**config.mk**
```make
export PLATFORM = sky130hd
export DESIGN_NAME = keypad_rtc_io_port_block_flat
export DESIGN_NICKNAME = d
export VERILOG_FILES = /design/src/hw/rtl/krio_pkg.sv /design/src/hw/rtl/krio_if.sv /design/src/hw/rtl/krio_ram.sv /design/src/hw/rtl/keypad_rtc_io_port_block.sv /design/src/flat_wrapper.sv
export SDC_FILE = /design/constraint.sdc
export NUM_CORES = 1
export LEC_CHECK = 0
export ABC_AREA = 1
export BUFFER_PORTS_ARGS = -buffer_cell sky130_fd_sc_hd__buf_2
export CAP_MARGIN = 20
export CORE_MARGIN = 5
export CORE_UTILIZATION = 35
export CTS_BUF_LIST = sky130_fd_sc_hd__clkbuf_4
export CTS_CLUSTER_DIAMETER = 30
export CTS_CLUSTER_SIZE = 12
export DETAILED_ROUTE_END_ITERATION = 16
export GPL_TIMING_DRIVEN = 1
export PLACE_DENSITY = 0.64
export REMOVE_ABC_BUFFERS = 1
export SKIP_CTS_REPAIR_TIMING = 1
export SYNTH_ARGS = -nofsm -noshare
export SYNTH_HDL_FRONTEND = slang
export SYNTH_SLANG_ARGS = --single-unit
export TNS_END_PERCENT = 100
```
**constraint.sdc**
```tcl
create_clock -name clk -period 7.8 [get_ports clk]
set_input_delay 1.56 -clock clk [delete_from_list [all_inputs] [get_ports clk]]
set_output_delay 1.56 -clock clk [all_outputs]
set_load 0.005 [all_outputs]
```
**src/hw/rtl/krio_pkg.sv**
```systemverilog
// package: shared constants, codes and helper functions of the keypad / clock / i/o block
`timescale 1ns / 1ps

package krio_pkg;

    // key queue geometry
    localparam int QUEUE_DEPTH = 8;
    localparam int QUEUE_AW    = $clog2(QUEUE_DEPTH);
    localparam int QUEUE_CW    = $clog2(QUEUE_DEPTH + 1);

    // clock field store geometry
    localparam int TIME_FIELDS = 6;
    localparam int TIME_AW     = $clog2(TIME_FIELDS);
    localparam logic [3:0] TIME_SEL_MAX = 4'd11;

    // commands
    typedef enum logic [1:0] {
        CMD_WRITE = 2'd0,
        CMD_READ  = 2'd1,
        CMD_KEY   = 2'd2,
        CMD_FRAME = 2'd3
    } cmd_t;

    // crtc access codes
    localparam logic [1:0] CRTC_NONE  = 2'd0;
    localparam logic [1:0] CRTC_INDEX = 2'd1;
    localparam logic [1:0] CRTC_DATA  = 2'd2;

    // decoded addresses
    localparam logic [15:0] ADDR_STATUS     = 16'h6001;
    localparam logic [15:0] ADDR_CRTC_DATA  = 16'h6002;
    localparam logic [15:0] ADDR_CRTC_INDEX = 16'h6003;
    localparam logic [15:0] ADDR_KEY        = 16'h6004;
    localparam logic [15:0] ADDR_CLOCK      = 16'h6500;
    localparam logic [3:0]  IO_AREA_NIBBLE  = 4'h6;
    localparam logic [7:0]  PORT_PAGE       = 8'h60;
    localparam logic [7:0]  CLOCK_PAGE      = 8'h63;

    // digit strobe nibbles
    localparam logic [3:0] STROBE_PREV = 4'h3;
    localparam logic [3:0] STROBE_NEW  = 4'h1;

    // status and key read masks
    localparam logic [7:0] STATUS_FIXED = 8'h7e;
    localparam logic [7:0] STATUS_NDISP = 8'h80;
    localparam logic [7:0] KEY_MASK     = 8'hfc;
    localparam logic [7:0] IDLE_BYTE    = 8'hff;
    localparam logic [7:0] KEY_RESET    = 8'hff;

    // host key code to {mapped, matrix code}
    function automatic logic [6:0] key_rom(input logic [7:0] code);
        logic [6:0] e;
        e = 7'h00;
        case (code)
            8'h0d: e = {1'b1, 6'h2c};
            8'h20: e = {1'b1, 6'h34};
            8'h21: e = {1'b1, 6'h06};
            8'h22: e = {1'b1, 6'h0e};
            8'h23: e = {1'b1, 6'h27};
            8'h24: e = {1'b1, 6'h07};
            8'h25: e = {1'b1, 6'h0c};
            8'h26: e = {1'b1, 6'h05};
            8'h27: e = {1'b1, 6'h0f};
            8'h28: e = {1'b1, 6'h0d};
            8'h30: e = {1'b1, 6'h04};
            8'h32: e = {1'b1, 6'h00};
            8'h33: e = {1'b1, 6'h08};
            8'h34: e = {1'b1, 6'h01};
            8'h35: e = {1'b1, 6'h09};
            8'h36: e = {1'b1, 6'h02};
            8'h37: e = {1'b1, 6'h0a};
            8'h38: e = {1'b1, 6'h03};
            8'h39: e = {1'b1, 6'h0b};
            8'h41: e = {1'b1, 6'h20};
            8'h42: e = {1'b1, 6'h3a};
            8'h43: e = {1'b1, 6'h39};
            8'h44: e = {1'b1, 6'h21};
            8'h45: e = {1'b1, 6'h11};
            8'h46: e = {1'b1, 6'h29};
            8'h47: e = {1'b1, 6'h22};
            8'h48: e = {1'b1, 6'h2a};
            8'h49: e = {1'b1, 6'h1b};
            8'h4a: e = {1'b1, 6'h23};
            8'h4b: e = {1'b1, 6'h2b};
            8'h4c: e = {1'b1, 6'h24};
            8'h4d: e = {1'b1, 6'h3b};
            8'h4e: e = {1'b1, 6'h32};
            8'h4f: e = {1'b1, 6'h14};
            8'h50: e = {1'b1, 6'h1c};
            8'h51: e = {1'b1, 6'h10};
            8'h52: e = {1'b1, 6'h19};
            8'h53: e = {1'b1, 6'h28};
            8'h54: e = {1'b1, 6'h12};
            8'h55: e = {1'b1, 6'h13};
            8'h56: e = {1'b1, 6'h31};
            8'h57: e = {1'b1, 6'h18};
            8'h58: e = {1'b1, 6'h30};
            8'h59: e = {1'b1, 6'h1a};
            8'h5a: e = {1'b1, 6'h38};
            8'h60: e = {1'b1, 6'h3f};
            8'h61: e = {1'b1, 6'h35};
            8'h62: e = {1'b1, 6'h3d};
            8'h63: e = {1'b1, 6'h3e};
            8'h64: e = {1'b1, 6'h25};
            8'h65: e = {1'b1, 6'h2d};
            8'h66: e = {1'b1, 6'h26};
            8'h67: e = {1'b1, 6'h15};
            8'h68: e = {1'b1, 6'h1d};
            8'h69: e = {1'b1, 6'h16};
            8'h6a: e = {1'b1, 6'h2e};
            8'h6b: e = {1'b1, 6'h37};
            8'h6c: e = {1'b1, 6'h2f};
            8'h6d: e = {1'b1, 6'h36};
            8'h6e: e = {1'b1, 6'h3c};
            8'h6f: e = {1'b1, 6'h1e};
            8'h70: e = {1'b1, 6'h35};
            8'h71: e = {1'b1, 6'h3d};
            8'h72: e = {1'b1, 6'h3e};
            8'h73: e = {1'b1, 6'h25};
            8'h74: e = {1'b1, 6'h2d};
            8'h75: e = {1'b1, 6'h26};
            8'h76: e = {1'b1, 6'h15};
            8'h77: e = {1'b1, 6'h1d};
            8'h78: e = {1'b1, 6'h16};
            8'h79: e = {1'b1, 6'h3f};
            8'ha3: e = {1'b1, 6'h2f};
            8'hba: e = {1'b1, 6'h1f};
            8'hbb: e = {1'b1, 6'h17};
            8'hbc: e = {1'b1, 6'h33};
            8'hbe: e = {1'b1, 6'h3c};
            default: e = 7'h00;
        endcase
        return e;
    endfunction

    // value mod 100, by two compare-subtract steps
    function automatic logic [6:0] mod100(input logic [7:0] v);
        logic [7:0] r;
        if (v >= 8'd200)
            r = v - 8'd200;
        else if (v >= 8'd100)
            r = v - 8'd100;
        else
            r = v;
        return r[6:0];
    endfunction

    // tens digit: (v mod 100) / 10 via reciprocal multiply, exact below 1029
    function automatic logic [3:0] tens_digit(input logic [7:0] v);
        logic [6:0]  r;
        logic [14:0] p;
        r = mod100(v);
        p = 15'(r) * 15'd205;
        return p[14:11];
    endfunction

    // units digit: v mod 10
    function automatic logic [3:0] units_digit(input logic [7:0] v);
        logic [6:0] r;
        logic [3:0] t;
        logic [6:0] s;
        r = mod100(v);
        t = tens_digit(v);
        s = r - 7'(t) * 7'd10;
        return s[3:0];
    endfunction

endpackage

```
**src/hw/rtl/krio_if.sv**
```systemverilog
// interfaces: input word channel and result word channel
`timescale 1ns / 1ps

interface krio_item_if;
    logic        valid;
    logic        ready;
    logic [1:0]  cmd;
    logic [15:0] address;
    logic [7:0]  write_data;
    logic [7:0]  key_code;
    logic        shift_held;
    logic        display_level;

    modport source (output valid, cmd, address, write_data, key_code, shift_held,
                    display_level, input ready);
    modport sink (input valid, cmd, address, write_data, key_code, shift_held,
                  display_level, output ready);
endinterface

interface krio_result_if;
    logic       valid;
    logic       ready;
    logic [7:0] read_data;
    logic       irq;
    logic [1:0] crtc_access;
    logic       unknown_access;
    logic       key_lost;

    modport source (output valid, read_data, irq, crtc_access, unknown_access, key_lost,
                    input ready);
    modport sink (input valid, read_data, irq, crtc_access, unknown_access, key_lost,
                  output ready);
endinterface

```
**src/hw/rtl/krio_ram.sv**
```systemverilog
// generic single-port-write, registered-read ram
`timescale 1ns / 1ps

module krio_ram #(
    parameter int WIDTH = 8,
    parameter int DEPTH = 8
) (
    input  logic                     clk,
    input  logic                     wr_en,
    input  logic [$clog2(DEPTH)-1:0] wr_addr,
    input  logic [WIDTH-1:0]         wr_data,
    input  logic                     rd_en,
    input  logic [$clog2(DEPTH)-1:0] rd_addr,
    output logic [WIDTH-1:0]         rd_data
);

    logic [WIDTH-1:0] mem [DEPTH];
    logic [WIDTH-1:0] rd_data_reg;

    always_ff @(posedge clk)
    begin
        if (wr_en)
        begin
            mem[wr_addr] <= wr_data;
        end
        if (rd_en)
        begin
            rd_data_reg <= mem[rd_addr];
        end
    end

    assign rd_data = rd_data_reg;

endmodule

```
**src/hw/rtl/keypad_rtc_io_port_block.sv**
```systemverilog
// top level: keypad queue, clock digits and i/o port decode of the emulated machine
`timescale 1ns / 1ps

// Each input word is one bus write, bus read, key press or frame tick, and
// yields exactly one result word. In the accept cycle the key queue memory
// is read at the queue head and the clock field memory at the selected
// field; in the update state the registered read data is combined, the
// result is loaded into the output register and any queue push or digit
// update is written back. The block takes no new word until the current one
// has passed its update; a new word is taken while the previous result still
// waits in the output register, and the update cycle holds only while that
// register is occupied and not taken. Key presses are mapped by a constant
// rom, and a mapped press is dropped with key_lost when the queue holds
// QUEUE_DEPTH entries. Clock fields read as zero until a digit write has set
// them (per field valid bits), so no clearing pass is needed after reset.
module keypad_rtc_io_port_block (
    input  logic          clk,
    input  logic          rst_n,
    krio_item_if.sink     item,
    krio_result_if.source result
);

    import krio_pkg::*;

    typedef enum logic {
        S_IDLE,
        S_EXEC
    } state_t;

    // control state
    state_t                state_reg, state_next;
    logic [QUEUE_AW-1:0]   head_reg, head_next;
    logic [QUEUE_CW-1:0]   count_reg, count_next;
    logic [7:0]            key_reg, key_next;
    logic                  disp_reg, disp_next;
    logic [15:0]           opt_addr_reg, opt_addr_next;
    logic [7:0]            opt_data_reg, opt_data_next;
    logic [TIME_FIELDS-1:0] tvalid_reg, tvalid_next;

    // registered outputs
    logic                  out_valid_reg, out_valid_next;
    logic [7:0]            rd_reg, rd_next;
    logic                  irq_reg, irq_next;
    logic [1:0]            crtc_reg, crtc_next;
    logic                  unk_reg, unk_next;
    logic                  lost_reg, lost_next;

    // held input word
    logic [1:0]            cmd_reg;
    logic [15:0]           addr_reg;
    logic [7:0]            wdata_reg;
    logic [7:0]            code_reg;
    logic                  shift_reg;
    logic                  level_reg;

    logic accept;
    logic exec_go;

    // queue memory ports
    logic                q_wr_en;
    logic [QUEUE_AW-1:0] q_wr_addr;
    logic [7:0]          q_wr_data;
    logic [7:0]          q_rd_data;

    // clock field memory ports
    logic [3:0]          acc_sel;
    logic                t_rd_en;
    logic                t_wr_en;
    logic [TIME_AW-1:0]  t_addr;
    logic [7:0]          t_wr_data;
    logic [7:0]          t_rd_data;

    // update-cycle helpers
    cmd_t                cmd;
    logic [3:0]          exec_sel;
    logic                sel_ok;
    logic [TIME_AW-1:0]  exec_idx;
    logic [7:0]          old_v;
    logic [3:0]          new_d;
    logic [6:0]          key_map;
    logic [QUEUE_CW:0]   slot_sum;
    logic [QUEUE_CW:0]   slot_wrap;
    logic                io_area;

    assign item.ready = (state_reg == S_IDLE);
    assign accept     = item.valid && item.ready;
    assign exec_go    = (state_reg == S_EXEC) && (!out_valid_reg || result.ready);

    // clock field select: write address for bus writes, latched option address otherwise
    assign acc_sel = (cmd_t'(item.cmd) == CMD_WRITE) ? item.address[3:0] : opt_addr_reg[3:0];
    assign t_rd_en = accept && (acc_sel <= TIME_SEL_MAX);

    assign cmd      = cmd_t'(cmd_reg);
    assign exec_sel = (cmd == CMD_WRITE) ? addr_reg[3:0] : opt_addr_reg[3:0];
    assign sel_ok   = (exec_sel <= TIME_SEL_MAX);
    assign exec_idx = exec_sel[3:1];
    assign old_v    = (sel_ok && tvalid_reg[exec_idx]) ? t_rd_data : 8'h00;
    assign new_d    = wdata_reg[3:0];

    // single address port: read address in the accept cycle, write address in the update cycle
    assign t_addr = (state_reg == S_EXEC) ? exec_idx : acc_sel[3:1];

    assign key_map   = key_rom(code_reg);
    assign slot_sum  = (QUEUE_CW + 1)'(head_reg) + (QUEUE_CW + 1)'(count_reg);
    assign slot_wrap = (slot_sum >= (QUEUE_CW + 1)'(QUEUE_DEPTH))
                       ? slot_sum - (QUEUE_CW + 1)'(QUEUE_DEPTH) : slot_sum;
    assign io_area   = (addr_reg[15:12] == IO_AREA_NIBBLE) && (addr_reg[15:8] != PORT_PAGE);

    always_comb
    begin
        state_next     = state_reg;
        head_next      = head_reg;
        count_next     = count_reg;
        key_next       = key_reg;
        disp_next      = disp_reg;
        opt_addr_next  = opt_addr_reg;
        opt_data_next  = opt_data_reg;
        tvalid_next    = tvalid_reg;
        out_valid_next = out_valid_reg;
        rd_next        = rd_reg;
        irq_next       = irq_reg;
        crtc_next      = crtc_reg;
        unk_next       = unk_reg;
        lost_next      = lost_reg;
        q_wr_en        = 1'b0;
        q_wr_addr      = slot_wrap[QUEUE_AW-1:0];
        q_wr_data      = {key_map[5:0], 1'b0, ~shift_reg};
        t_wr_en        = 1'b0;
        t_wr_data      = 8'h00;

        // result word taken
        if (out_valid_reg && result.ready)
        begin
            out_valid_next = 1'b0;
        end

        unique case (state_reg)
            S_IDLE:
            begin
                if (accept)
                begin
                    state_next = S_EXEC;
                end
            end
            S_EXEC:
            begin
                if (exec_go)
                begin
                    state_next     = S_IDLE;
                    out_valid_next = 1'b1;
                    disp_next      = level_reg;
                    rd_next        = IDLE_BYTE;
                    irq_next       = 1'b0;
                    crtc_next      = CRTC_NONE;
                    unk_next       = 1'b0;
                    lost_next      = 1'b0;

                    unique case (cmd)
                        CMD_WRITE:
                        begin
                            if (addr_reg == ADDR_CRTC_DATA)
                            begin
                                crtc_next = CRTC_DATA;
                            end
                            else if (addr_reg == ADDR_CRTC_INDEX)
                            begin
                                crtc_next = CRTC_INDEX;
                            end
                            else if (io_area)
                            begin
                                if (addr_reg[15:8] == CLOCK_PAGE)
                                begin
                                    // digit strobe edge
                                    if (opt_data_reg[7:4] == STROBE_PREV
                                        && wdata_reg[7:4] == STROBE_NEW && sel_ok)
                                    begin
                                        t_wr_en = 1'b1;
                                        tvalid_next[exec_idx] = 1'b1;
                                        if (exec_sel[0])
                                        begin
                                            t_wr_data = 8'(units_digit(old_v))
                                                        + 8'(new_d) * 8'd10;
                                        end
                                        else
                                        begin
                                            t_wr_data = 8'(tens_digit(old_v)) * 8'd10
                                                        + 8'(new_d);
                                        end
                                    end
                                end
                                else
                                begin
                                    unk_next = 1'b1;
                                end
                                opt_addr_next = addr_reg;
                                opt_data_next = wdata_reg;
                            end
                            else
                            begin
                                unk_next = 1'b1;
                            end
                        end
                        CMD_READ:
                        begin
                            if (addr_reg == ADDR_STATUS)
                            begin
                                rd_next = (level_reg ? 8'h00 : STATUS_NDISP) | STATUS_FIXED
                                          | {7'h00, key_reg[0]};
                            end
                            else if (addr_reg == ADDR_CRTC_DATA)
                            begin
                                crtc_next = CRTC_DATA;
                            end
                            else if (addr_reg == ADDR_CRTC_INDEX)
                            begin
                                crtc_next = CRTC_INDEX;
                            end
                            else if (addr_reg == ADDR_KEY)
                            begin
                                rd_next = key_reg & KEY_MASK;
                            end
                            else if (addr_reg == ADDR_CLOCK
                                     && opt_addr_reg[15:8] == CLOCK_PAGE)
                            begin
                                if (!sel_ok)
                                begin
                                    rd_next = 8'h00;
                                end
                                else if (exec_sel[0])
                                begin
                                    rd_next = 8'(tens_digit(old_v));
                                end
                                else
                                begin
                                    rd_next = 8'(units_digit(old_v));
                                end
                            end
                            else
                            begin
                                unk_next = 1'b1;
                            end
                        end
                        CMD_KEY:
                        begin
                            if (key_map[6])
                            begin
                                if (count_reg == QUEUE_CW'(QUEUE_DEPTH))
                                begin
                                    lost_next = 1'b1;
                                end
                                else
                                begin
                                    q_wr_en    = 1'b1;
                                    count_next = count_reg + 1'b1;
                                end
                            end
                        end
                        CMD_FRAME:
                        begin
                            if (count_reg != '0)
                            begin
                                key_next   = q_rd_data;
                                head_next  = (head_reg == QUEUE_AW'(QUEUE_DEPTH - 1))
                                             ? '0 : head_reg + 1'b1;
                                count_next = count_reg - 1'b1;
                                irq_next   = 1'b1;
                            end
                        end
                        default:
                        begin
                            unk_next = 1'b0;
                        end
                    endcase
                end
            end
            default:
            begin
                state_next = S_IDLE;
            end
        endcase
    end

    always_ff @(posedge clk or negedge rst_n)
    begin
        if (!rst_n)
        begin
            state_reg     <= S_IDLE;
            head_reg      <= '0;
            count_reg     <= '0;
            key_reg       <= KEY_RESET;
            disp_reg      <= 1'b0;
            opt_addr_reg  <= '0;
            opt_data_reg  <= '0;
            tvalid_reg    <= '0;
            out_valid_reg <= 1'b0;
            rd_reg        <= IDLE_BYTE;
            irq_reg       <= 1'b0;
            crtc_reg      <= CRTC_NONE;
            unk_reg       <= 1'b0;
            lost_reg      <= 1'b0;
        end
        else
        begin
            state_reg     <= state_next;
            head_reg      <= head_next;
            count_reg     <= count_next;
            key_reg       <= key_next;
            disp_reg      <= disp_next;
            opt_addr_reg  <= opt_addr_next;
            opt_data_reg  <= opt_data_next;
            tvalid_reg    <= tvalid_next;
            out_valid_reg <= out_valid_next;
            rd_reg        <= rd_next;
            irq_reg       <= irq_next;
            crtc_reg      <= crtc_next;
            unk_reg       <= unk_next;
            lost_reg      <= lost_next;
        end
    end

    // input word capture, no reset needed
    always_ff @(posedge clk)
    begin
        if (accept)
        begin
            cmd_reg   <= item.cmd;
            addr_reg  <= item.address;
            wdata_reg <= item.write_data;
            code_reg  <= item.key_code;
            shift_reg <= item.shift_held;
            level_reg <= item.display_level;
        end
    end

    // key queue: read at head on accept, push in the update cycle
    krio_ram #(
        .WIDTH (8),
        .DEPTH (QUEUE_DEPTH)
    ) u_queue_ram (
        .clk     (clk),
        .wr_en   (q_wr_en),
        .wr_addr (q_wr_addr),
        .wr_data (q_wr_data),
        .rd_en   (accept),
        .rd_addr (head_reg),
        .rd_data (q_rd_data)
    );

    // clock fields: read on accept, digit write-back in the update cycle
    krio_ram #(
        .WIDTH (8),
        .DEPTH (TIME_FIELDS)
    ) u_time_ram (
        .clk     (clk),
        .wr_en   (t_wr_en),
        .wr_addr (t_addr),
        .wr_data (t_wr_data),
        .rd_en   (t_rd_en),
        .rd_addr (t_addr),
        .rd_data (t_rd_data)
    );

    assign result.valid          = out_valid_reg;
    assign result.read_data      = rd_reg;
    assign result.irq            = irq_reg;
    assign result.crtc_access    = crtc_reg;
    assign result.unknown_access = unk_reg;
    assign result.key_lost       = lost_reg;

endmodule

```
**src/flat_wrapper.sv**
```systemverilog
// flat-port wrapper written by rule: the top's interface ports become plain ports
module keypad_rtc_io_port_block_flat import krio_pkg::*;
  (clk, rst_n, item_valid, item_cmd, item_address, item_write_data, item_key_code, item_shift_held, item_display_level, item_ready, result_valid, result_read_data, result_irq, result_crtc_access, result_unknown_access, result_key_lost, result_ready);
  krio_item_if item_i ();
  krio_result_if result_i ();
  input  logic clk;
  input  logic rst_n;
  input wire logic [$bits(item_i.valid)-1:0] item_valid;
  input wire logic [$bits(item_i.cmd)-1:0] item_cmd;
  input wire logic [$bits(item_i.address)-1:0] item_address;
  input wire logic [$bits(item_i.write_data)-1:0] item_write_data;
  input wire logic [$bits(item_i.key_code)-1:0] item_key_code;
  input wire logic [$bits(item_i.shift_held)-1:0] item_shift_held;
  input wire logic [$bits(item_i.display_level)-1:0] item_display_level;
  output wire logic [$bits(item_i.ready)-1:0] item_ready;
  output wire logic [$bits(result_i.valid)-1:0] result_valid;
  output wire logic [$bits(result_i.read_data)-1:0] result_read_data;
  output wire logic [$bits(result_i.irq)-1:0] result_irq;
  output wire logic [$bits(result_i.crtc_access)-1:0] result_crtc_access;
  output wire logic [$bits(result_i.unknown_access)-1:0] result_unknown_access;
  output wire logic [$bits(result_i.key_lost)-1:0] result_key_lost;
  input wire logic [$bits(result_i.ready)-1:0] result_ready;
  assign item_i.valid = item_valid;
  assign item_i.cmd = item_cmd;
  assign item_i.address = item_address;
  assign item_i.write_data = item_write_data;
  assign item_i.key_code = item_key_code;
  assign item_i.shift_held = item_shift_held;
  assign item_i.display_level = item_display_level;
  assign item_ready = item_i.ready;
  assign result_valid = result_i.valid;
  assign result_read_data = result_i.read_data;
  assign result_irq = result_i.irq;
  assign result_crtc_access = result_i.crtc_access;
  assign result_unknown_access = result_i.unknown_access;
  assign result_key_lost = result_i.key_lost;
  assign result_i.ready = result_ready;
  keypad_rtc_io_port_block u_core (.clk(clk), .rst_n(rst_n), .item(item_i), .result(result_i));
endmodule
```
==> results.md, run 1 <==
* Status: finished clean
* Relative slew slack at 34.9%
* DP HPWL at 19600 um
* DIE AREA at 0.0363 mm2
* Vias in the first global route at 8477
* Area post-placement at 0.0123 mm2
* H-tree levels at 2
* CTS tree: built
* Final setup vio count at 0
* Largest net degree at the start of global routing at 52
* Maximum root-to-sink buffer count at 3
* Cell Pwr Density at 465 mW/mm2
* Global route overflow at 0
* Hold_ws at 465 ps
* Met1 usage at 18.3%
* Synthesized-area fraction occupied by adder cells at 9.87%
* Total chip power at 6.18 mW
* Antenna violations before repair at 1
* Seq/Total Area, Yosys at 53.4%
* Vias at 8762
* Cell leakage power at 5.48 nW
* Fillcell total at 3205
* Clock skew at 43.7 ps
* Post-synthesis instance total at 1193
* Gpl congestion at 0.861
* Port buffer count at 54
* Most common library cells after synthesis: 184 x nor2_1, 180 x nand2_1, 155 x edfxtp_1
* Worst-path fanout max at 7
* CP Data Required Time at 8180 ps
* Max FFs per register at 56
* Die X at 191 um
* Max Slew Vio Count at 0
* Met2 Track Usage GR at 26.2%
* Main area contributors after synthesis: edfxtp_1 41%, dfrtp_1 7.9%, ha_1 7.2%
* Slowest stage delay, CP at 500 ps
* Largest family of logic cells by synthesized area: simple AND/OR/NAND/NOR gates
* Crit path time final at 7380 ps
* Post-DRT Antenna Nets at 0
* GRT Total Usage at 14.8%
* Nets at 1419
* Layout Cell Area excl Fill at 0.0133 mm2
* Crit. End Element: flip-flop
* CP arrival at 7760 ps
* Seq pwr share at 23.3%
* Post-DR vias/cell at 4.95
* Routed wire per std cell at 15.4 um
* Synthesized flop and latch total at 213
* Initial Utilization at 35.3%
* Synthesized cell area at 0.0114 mm2
* Clock Power Share at 16.1%
* Max Freq at 136 MHz
* Syn avg cell area at 9.57 um2
* Pint at 3.42 mW
* Most common cell in the synthesized netlist: nor2_1
* Area growth syn-to-layout at 16.3%
* 1st-iter DRT viols at 670
* Synth warn at 0
* Post-synth top area share at 40.8%
* Worst-skew pair later-pin latency at 650 ps
* Final hold vios at 0
* Post-Synth Simple-Gate Area at 17.7%
* Final wirelength at 27200 um
* Layout cell share with drive strength beyond 1 at 19.4%
* Fin crit share at 94.6%
* Post-synth EDFFs at 155
* Final core utilization at 41.0%
* Drt first pass iters at 7
* Sw frac at 44.6%
* Max IR drop VDD at 449 uV
* Residual DRC at 0
* Yosys cell types at 52
* Crit-path slowest cell: fa_1
* Post-synthesis xor/xnor area fraction at 1.29%
* Tightest Hold Check Type: flip-flop to flip-flop
* First-pass GRT wire length at 43400 um
* Die H at 191 um
* Max Cap Viol at 0
* Grt peak-use layer: met2
* Multiplexer area fraction after synthesis at 0.0987%
* Clock Root Buffer: clkbuf_4
* Worst slew pin tran at 970 ps
* CTS clk-pin slew, worst paths at 90 ps
* Row count at 66
* Crit-path most repeated cell: inv_1
* P_sw at 2.76 mW
* Post-synth top flop: edfxtp_1
* CTS Sinks at 213
* GR Util met3 at 2.09%
* Crit path launch type: flip-flop
* Combinational Power Share at 60.5%
* Core Region at 0.0324 mm2
* Fraction of registers with async set or reset after synthesis at 23.9%
* Synth Area in Compound Gates at 11.6%
* I/O Pins at 55
* Number of CTS-inserted buffers at 38
* CP Class: flip-flop to flip-flop
* Leading area contributor after synthesis: edfxtp_1
-- per-stage QoR --
stage | TNS [ps] | std cells | setup WS [ps]
2_1_floorplan | 0 | 1165 | 368
3_3_place_gp | 0 | 1686 | 157
3_5_place_dp | -2000 | 1686 | -138
4_1_cts | -2680 | 1756 | -179
5_1_grt | -521 | 1771 | -41.1
6_report | 0 | 1771 | 421
-- path summary, 6_finish.rpt --
| check | slack, ps | end | cells past startpoint | from |
|---|---|---|---|---|
| min in group asynchronous | 1030 | u_core.opt_addr_reg[9]$_DFFE_PN0P_ | 2 | rst_n |
| min | 460 | u_core.key_reg[3]$_DFFE_PN1P_ | 2 | u_core.u_queue_ram.rd_data[3]$_DFFE_PP_ |
| max reg2reg | 420 | u_core.u_time_ram.mem[3][6]$_DFFE_PP_ | 51 | u_core.cmd[0]$_DFFE_PP_ |
| min reg2reg | 460 | u_core.key_reg[3]$_DFFE_PN1P_ | 2 | u_core.u_queue_ram.rd_data[3]$_DFFE_PP_ |
| max in group asynchronous | 6290 | u_core.result.valid$_DFF_PN0_ | 2 | rst_n |
| max | 420 | u_core.u_time_ram.mem[3][6]$_DFFE_PP_ | 51 | u_core.cmd[0]$_DFFE_PP_ |
-- logic make-up after synthesis --
group	count (synthesis)
XOR/XNOR	16
buffers and inverters	183
multiplexers	1
AO/OA/AOI/OAI	230
AND/OR/NAND/NOR	469
flip-flops	213
adder cells (fa/ha/maj)	81
-- cell type report --
type                    count  area (um2)  area share, %
inverters                 155         582           4.38
diodes                      1        2.50         0.0188
flip-flops and latches    213        6090           45.9
well taps                 442         553           4.16
clock inverters            27         360           2.71
clock buffers              43         323           2.43
repair buffers             93         563           4.24
multi-input cells         797        4810           36.2
-- power groups by stage --
stage / Clock, mW / Combinational, mW / Sequential, mW
after CTS: 1.02 / 3.17 / 1.44
after detailed placement: 0 / 3.16 / 1.47
after global placement: 0 / 3.11 / 1.46
after floorplan: 0 / 2.32 / 1.45
after global routing: 1.08 / 4.28 / 1.46
final: 0.996 / 3.74 / 1.44
-- worst max-delay path, delay by kind of cell (launching register included) --
| family | cells | cell delay, ps |
|---|---|---|
| buffers and inverters | 15 | 940 |
| adder cells (fa/ha/maj) | 8 | 2460 |
| AO/OA/AOI/OAI | 8 | 880 |
| XOR/XNOR | 2 | 300 |
| AND/OR/NAND/NOR | 18 | 2020 |
| flip-flops | 1 | 490 |
-- routing by layer --
layer,wire [um],vias to the layer above
li1,-,4285
met1,11000,4095
met2,13900,298
met3,1370,84
met4,994,0
met5,0,-
-- cell usage in the layout (no fill, tap or decap), types with 8 or more instances in the layout --
cell	instances
or2_2	9
bufinv_16	8
nor2_2	8
xor2_1	10
edfxtp_1	155
nand4_1	11
ha_1	62
buf_2	54
inv_2	14
nand3_1	33
dfstp_2	15
o221ai_1	9
nand2_2	17
a21oi_1	36
clkbuf_4	43
o21ai_0	117
a31oi_1	10
fa_1	14
nand2_1	174
nand2_4	9
buf_4	39
clkinv_1	9
dfrtp_1	36
nor2_1	177
inv_1	138
No activity file was read; power rests on OpenSTA's default activity.
==> inputs of run 2 (changes only) <==
- SYNTH_HIERARCHICAL: not set -> 1
==> results.md, run 2 <==
* P_sw at 1.53 mW (was 2.76 mW)
* CP arrival at 7980 ps (was 7760 ps)
* 1st-iter DRT viols at 553 (was 670)
* I/O Pins at 55 (unchanged)
* Final wirelength at 28700 um (was 27200 um)
* Pint at 2.42 mW (was 3.42 mW)
* CP Class: flip-flop to flip-flop (unchanged)
* Fin crit share at 96.1% (was 94.6%)
* Clock Root Buffer: clkbuf_4 (unchanged)
* Global route overflow at 0 (unchanged)
* Seq pwr share at 36.8% (was 23.3%)
* DP HPWL at 20100 um (was 19600 um)
* Layout Cell Area excl Fill at 0.0140 mm2 (was 0.0133 mm2)
* Die H at 194 um (was 191 um)
* R2r setup slk at 300 ps (was 420 ps)
* Sw frac at 38.8% (was 44.6%)
* Final setup vio count at 0 (unchanged)
* Max IR drop VDD at 160 uV (was 449 uV)
* First-pass GRT wire length at 45000 um (was 43400 um)
* CTS tree: built (unchanged)
* Area growth syn-to-layout at 17.3% (was 16.3%)
* Max Slew Vio Count at 0 (unchanged)
* Layout cell share with drive strength beyond 1 at 20.5% (was 19.4%)
* Hold Path Cell Cnt at 2 (unchanged)
* CP Data Required Time at 8280 ps (was 8180 ps)
* Most frequent cells in the layout: 315 x nand2_1, 192 x inv_1, 155 x edfxtp_1 (was 177 x nor2_1, 174 x nand2_1, 155 x edfxtp_1)
* Total chip power at 3.95 mW (was 6.18 mW)
* Final core utilization at 41.7% (was 41.0%)
* Clock Power Share at 24.9% (was 16.1%)
* Synthesized cell area at 0.0119 mm2 (was 0.0114 mm2)
* Crit-path slowest cell: edfxtp_1 (was fa_1)
* CTS clk-pin slew, worst paths at 100 ps (was 90 ps)
* Routed wire per std cell at 15.1 um (was 15.4 um)
* Gpl congestion at 0.938 (was 0.861)
* Reg2reg path depth at 46 (was 51)
* H-tree levels at 2 (unchanged)
* Stages on worst setup path at 46 (was 51)
* Die X at 194 um (was 191 um)
* Drt first pass iters at 6 (was 7)
* Hold_ws at 465 ps (about the same)
* Synth warn at 6 (was 0)
* Largest net degree at the start of global routing at 52 (unchanged)
* Relative slew slack at 35.6% (was 34.9%)
* Most common cell after layout, fill and taps aside: nand2_1 (was nor2_1)
* Maximum root-to-sink buffer count at 3 (unchanged)
* Post-DR vias/cell at 4.87 (was 4.95)
* Syn avg cell area at 9.06 um2 (was 9.57 um2)
* Slowest stage delay, CP at 570 ps (was 500 ps)
* Port buffer count at 54 (unchanged)
* CTS Sinks at 213 (unchanged)
* Cell Pwr Density at 283 mW/mm2 (was 465 mW/mm2)
* Combinational Power Share at 38.3% (was 60.5%)
* Worst-path fanout max at 7 (unchanged)
* Area post-placement at 0.0127 mm2 (was 0.0123 mm2)
* Initial Utilization at 35.5% (was 35.3%)
* Antenna violations before repair at 1 (unchanged)
* Worst slew pin tran at 956 ps (was 970 ps)
* Tightest Hold Check Type: flip-flop to flip-flop (unchanged)
* CP Buf/Inv Count at 10 (was 15)
* Crit path time final at 7500 ps (was 7380 ps)
* Clock skew at 43.5 ps (was 43.7 ps)
* CP delay by family, top: adder cells (unchanged)
* GRT Total Usage at 14.5% (was 14.8%)
* Core Region at 0.0335 mm2 (was 0.0324 mm2)
* Vias in the first global route at 8980 (was 8477)
* Nets at 1542 (was 1419)
* Crit-path most repeated cell: inv_1 (unchanged)
* Post-synthesis instance total at 1314 (was 1193)
* Crit. End Element: flip-flop (unchanged)
* Max Cap Viol at 0 (unchanged)
* DIE AREA at 0.0378 mm2 (was 0.0363 mm2)
* Number of CTS-inserted buffers at 42 (was 38)
* Max FFs per register at 56 (unchanged)
* Status: finished clean (unchanged)
* Worst-skew pair later-pin latency at 660 ps (was 650 ps)
* Residual DRC at 0 (unchanged)
* Vias at 9276 (was 8762)
* Crit path launch type: flip-flop (unchanged)
* Final hold vios at 0 (unchanged)
* Row count at 67 (was 66)
* Max Freq at 133 MHz (was 136 MHz)
* Cell leakage power at 6.25 nW (was 5.48 nW)
* Post-DRT Antenna Nets at 0 (unchanged)
## run 2: layer usage
metal / up-vias / routed length, um / track usage (%)
met3: 74 / 1310 / 2.23
li1: 4583 / - / -
met5: - / 0 / 0
met4: 0 / 1100 / 5.86
met2: 282 / 14300 / 25.5
met1: 4337 / 11900 / 17.7
## run 2: layout make-up
| type | instances | area, um2 |
|---|---|---|
| diodes | 1 | 2.50 |
| clock buffers | 44 | 330 |
| clock inverters | 33 | 363 |
| fillers | 3317 | 19600 |
| inverters | 207 | 787 |
| multi-input cells | 861 | 5240 |
| flip-flops and latches | 213 | 6090 |
| well taps | 448 | 561 |
| repair buffers | 97 | 597 |
## run 2: through the flow
step / worst slack, ps / cells / TNS [ps]
finish: 305 / 1904 / 0
detailed placement: -129 / 1801 / -1770
global route: -185 / 1904 / -2420
floorplan: 572 / 1280 / 0
global placement: 125 / 1801 / 0
CTS: -197 / 1878 / -3350
## run 2: worst min-delay path: cells and delay by family (launching register included)
kind,cells,cell delay (ps)
buffers and inverters,1,50
flip-flops,1,330
AO/OA/AOI/OAI,1,50
## run 2: final timing paths
kind,from,endpoint
worst max-delay path,u_core/cmd[1]$_DFFE_PP_,u_core/u_time_ram/mem[4][6]$_DFFE_PP_
worst min-delay path,u_core/tvalid_reg[4]$_DFFE_PN0P_,u_core/tvalid_reg[4]$_DFFE_PN0P_
worst max register to register,u_core/cmd[1]$_DFFE_PP_,u_core/u_time_ram/mem[4][6]$_DFFE_PP_
worst min register to register,u_core/tvalid_reg[4]$_DFFE_PN0P_,u_core/tvalid_reg[4]$_DFFE_PN0P_
max in group asynchronous,rst_n,u_core/tvalid_reg[2]$_DFFE_PN0P_
min in group asynchronous,rst_n,u_core/opt_addr_reg[13]$_DFFE_PN0P_
## run 2: power groups by stage
stage | combinational [mW] | sequential [mW] | clock, mW
after floorplan | 0.927 | 1.46 | 0
after global placement | 1.26 | 1.47 | 0
after detailed placement | 1.29 | 1.47 | 0
after CTS | 1.29 | 1.45 | 1.02
after global routing | 1.71 | 1.47 | 1.07
final | 1.51 | 1.45 | 0.985
==> inputs of run 3 (changes only) <==
- CORE_MARGIN: 5 -> 2
- CTS_CLUSTER_SIZE: 12 -> not set
- SLEW_MARGIN: not set -> 30
==> results.md, run 3 (synthesized netlist as in run 2, its figures left out) <==
* DP HPWL at 20500 um (was 20100 um)
* Residual DRC at 0 (unchanged)
* Worst-path fanout max at 8 (was 7)
* Area growth syn-to-layout at 16.7% (was 17.3%)
* Drt first pass iters at 5 (was 6)
* Reg-to-reg startpoint: u_core/cmd[1]$_DFFE_PP_ (unchanged)
* Post-DR vias/cell at 4.79 (was 4.87)
* CP Data Required Time at 8320 ps (was 8280 ps)
* CTS Sinks at 213 (unchanged)
* Hold Path Cell Cnt at 2 (unchanged)
* Final hold vios at 0 (unchanged)
* First-pass GRT wire length at 45700 um (was 45000 um)
* Final setup vio count at 0 (unchanged)
* Total chip power at 3.88 mW (was 3.95 mW)
* I/O Pins at 55 (unchanged)
* CTS clk-pin slew, worst paths at 70 ps (was 100 ps)
* Vias in the first global route at 9011 (was 8980)
* Combinational Power Share at 39.4% (was 38.3%)
* CTS tree: built (unchanged)
* Fin crit share at 96.7% (was 96.1%)
* Clock Power Share at 23.3% (was 24.9%)
* Final wirelength at 28900 um (was 28700 um)
* Most common cell after layout, fill and taps aside: nand2_1 (unchanged)
* Post-DRT Antenna Nets at 0 (unchanged)
* H-tree levels at 2 (unchanged)
* Most frequent cells in the layout: 314 x nand2_1, 192 x inv_1, 155 x edfxtp_1 (was 315 x nand2_1, 192 x inv_1, 155 x edfxtp_1)
* Clock Root Buffer: clkbuf_4 (unchanged)
* Layout cell share with drive strength beyond 1 at 20.9% (was 20.5%)
* Crit-path slowest cell: edfxtp_1 (unchanged)
* Tightest Hold Check Type: flip-flop to flip-flop (unchanged)
* Hold path startpoint: u_core/u_queue_ram/rd_data[3]$_DFFE_PP_ (was u_core/tvalid_reg[4]$_DFFE_PN0P_)
* Initial Utilization at 35.5% (unchanged)
* Number of CTS-inserted buffers at 53 (was 42)
* Worst-skew pair later-pin latency at 670 ps (was 660 ps)
* Largest net degree at the start of global routing at 52 (unchanged)
* FF-to-FF End: u_core/u_time_ram/mem[0][6]$_DFFE_PP_ (was u_core/u_time_ram/mem[4][6]$_DFFE_PP_)
* Relative slew slack at 39.3% (was 35.6%)
* Max FFs per register at 56 (unchanged)
* Seq pwr share at 37.3% (was 36.8%)
* Status: finished clean (unchanged)
* Die H at 188 um (was 194 um)
* Antenna violations before repair at 1 (unchanged)
* Cell Pwr Density at 279 mW/mm2 (was 283 mW/mm2)
* Vias at 9224 (was 9276)
* Die X at 188 um (was 194 um)
* DIE AREA at 0.0355 mm2 (was 0.0378 mm2)
* GRT Total Usage at 16.0% (was 14.5%)
* Clock skew at 66.0 ps (was 43.5 ps)
* Crit path launch type: flip-flop (unchanged)
* Max IR drop VDD at 139 uV (was 160 uV)
* Final core utilization at 41.5% (was 41.7%)
* Sw frac at 37.8% (was 38.8%)
* Hold worst-path end: u_core/key_reg[3]$_DFFE_PN1P_ (was u_core/tvalid_reg[4]$_DFFE_PN0P_)
* Global route overflow at 0 (unchanged)
* Cell leakage power at 6.30 nW (was 6.25 nW)
* Slowest stage delay, CP at 590 ps (was 570 ps)
* Port buffer count at 54 (unchanged)
* Worst slew pin tran at 903 ps (was 956 ps)
* Row count at 67 (unchanged)
* Crit. End Element: flip-flop (unchanged)
* Reg2reg path depth at 44 (was 46)
* Routed wire per std cell at 15.0 um (was 15.1 um)
* Core Region at 0.0335 mm2 (unchanged)
* Max Slew Vio Count at 0 (unchanged)
* CP Class: flip-flop to flip-flop (unchanged)
* Hold_ws at 444 ps (was 465 ps)
* P_sw at 1.47 mW (was 1.53 mW)
* R2r setup slk at 260 ps (was 300 ps)
* 1st-iter DRT viols at 518 (was 553)
* Max Freq at 133 MHz (about the same)
* Max Cap Viol at 0 (unchanged)
* Gpl congestion at 0.897 (was 0.938)
* Fillcell total at 3283 (was 3317)
* Setup TNS at 0 ps (unchanged)
* CP arrival at 8060 ps (was 7980 ps)
* Dpl ws at -154 ps (was -129 ps)
* Pint at 2.41 mW (was 2.42 mW)
* Worst Setup Slack, final at 258 ps (was 305 ps)
* Maximum root-to-sink buffer count at 3 (unchanged)
* Nets at 1556 (was 1542)
* Crit path time final at 7540 ps (was 7500 ps)
-- run 3: worst max path at each step --
stage                             from                                     to  slack [ps]  depth (start not counted)
2_1_floorplan  u_core/cmd[1]$_DFFE_PP_  u_core/u_time_ram/mem[0][6]$_DFFE_PP_         570                         40
3_3_place_gp   u_core/cmd[1]$_DFFE_PP_  u_core/u_time_ram/mem[4][7]$_DFFE_PP_          70                         39
3_5_place_dp   u_core/cmd[1]$_DFFE_PP_  u_core/u_time_ram/mem[5][7]$_DFFE_PP_        -150                         46
4_1_cts        u_core/cmd[1]$_DFFE_PP_  u_core/u_time_ram/mem[0][6]$_DFFE_PP_        -130                         44
5_1_grt        u_core/cmd[1]$_DFFE_PP_  u_core/u_time_ram/mem[2][6]$_DFFE_PP_        -140                         44
6_report       u_core/cmd[1]$_DFFE_PP_  u_core/u_time_ram/mem[0][6]$_DFFE_PP_         260                         44
-- run 3: worst max-delay path: cells and delay by family, from the launching register on --
| kind | cells | cell delay [ps] |
|---|---|---|
| AND/OR/NAND/NOR | 14 | 1580 |
| XOR/XNOR | 2 | 330 |
| adder cells (fa/ha/maj) | 9 | 2550 |
| AO/OA/AOI/OAI | 9 | 1500 |
| flip-flops | 1 | 590 |
| buffers and inverters | 10 | 880 |
-- run 3: routing by layer --
| metal | GRT usage (%) | vias up | wire length, um |
|---|---|---|---|
| li1 | - | 4615 | - |
| met5 | 0 | - | 0 |
| met4 | 6.58 | 0 | 858 |
| met3 | 2.46 | 67 | 1420 |
| met2 | 27.7 | 254 | 14500 |
| met1 | 20.0 | 4288 | 12100 |
-- run 3: cell type report --
class                           instances  area (um2)  share of cell area, %
Clock buffer                           81         608                   4.37
Inverter                              207         782                   5.62
Clock inverter                         16        75.1                  0.540
Sequential cell                       213        6090                   43.8
Timing Repair Buffer                  101         639                   4.60
Multi-Input combinational cell        860        5150                   37.0
Tap cell                              448         561                   4.03
Antenna cell                            1        2.50                 0.0180
-- run 3: through the flow --
stage	cell area, um2	instances
floorplan	11700	1280
detailed placement	12700	1803
finish	13900	1927
global placement	12700	1803
CTS	13400	1900
global route	13900	1927
-- run 3: power by group through the flow --
| stage | clock network (mW) | logic [mW] | registers, mW |
|---|---|---|---|
| 3_3_place_gp | 0 | 1.29 | 1.47 |
| 3_5_place_dp | 0 | 1.30 | 1.47 |
| 2_1_floorplan | 0 | 0.927 | 1.46 |
| 4_1_cts | 0.940 | 1.31 | 1.45 |
| 5_1_grt | 0.995 | 1.72 | 1.47 |
| 6_report | 0.905 | 1.53 | 1.45 |
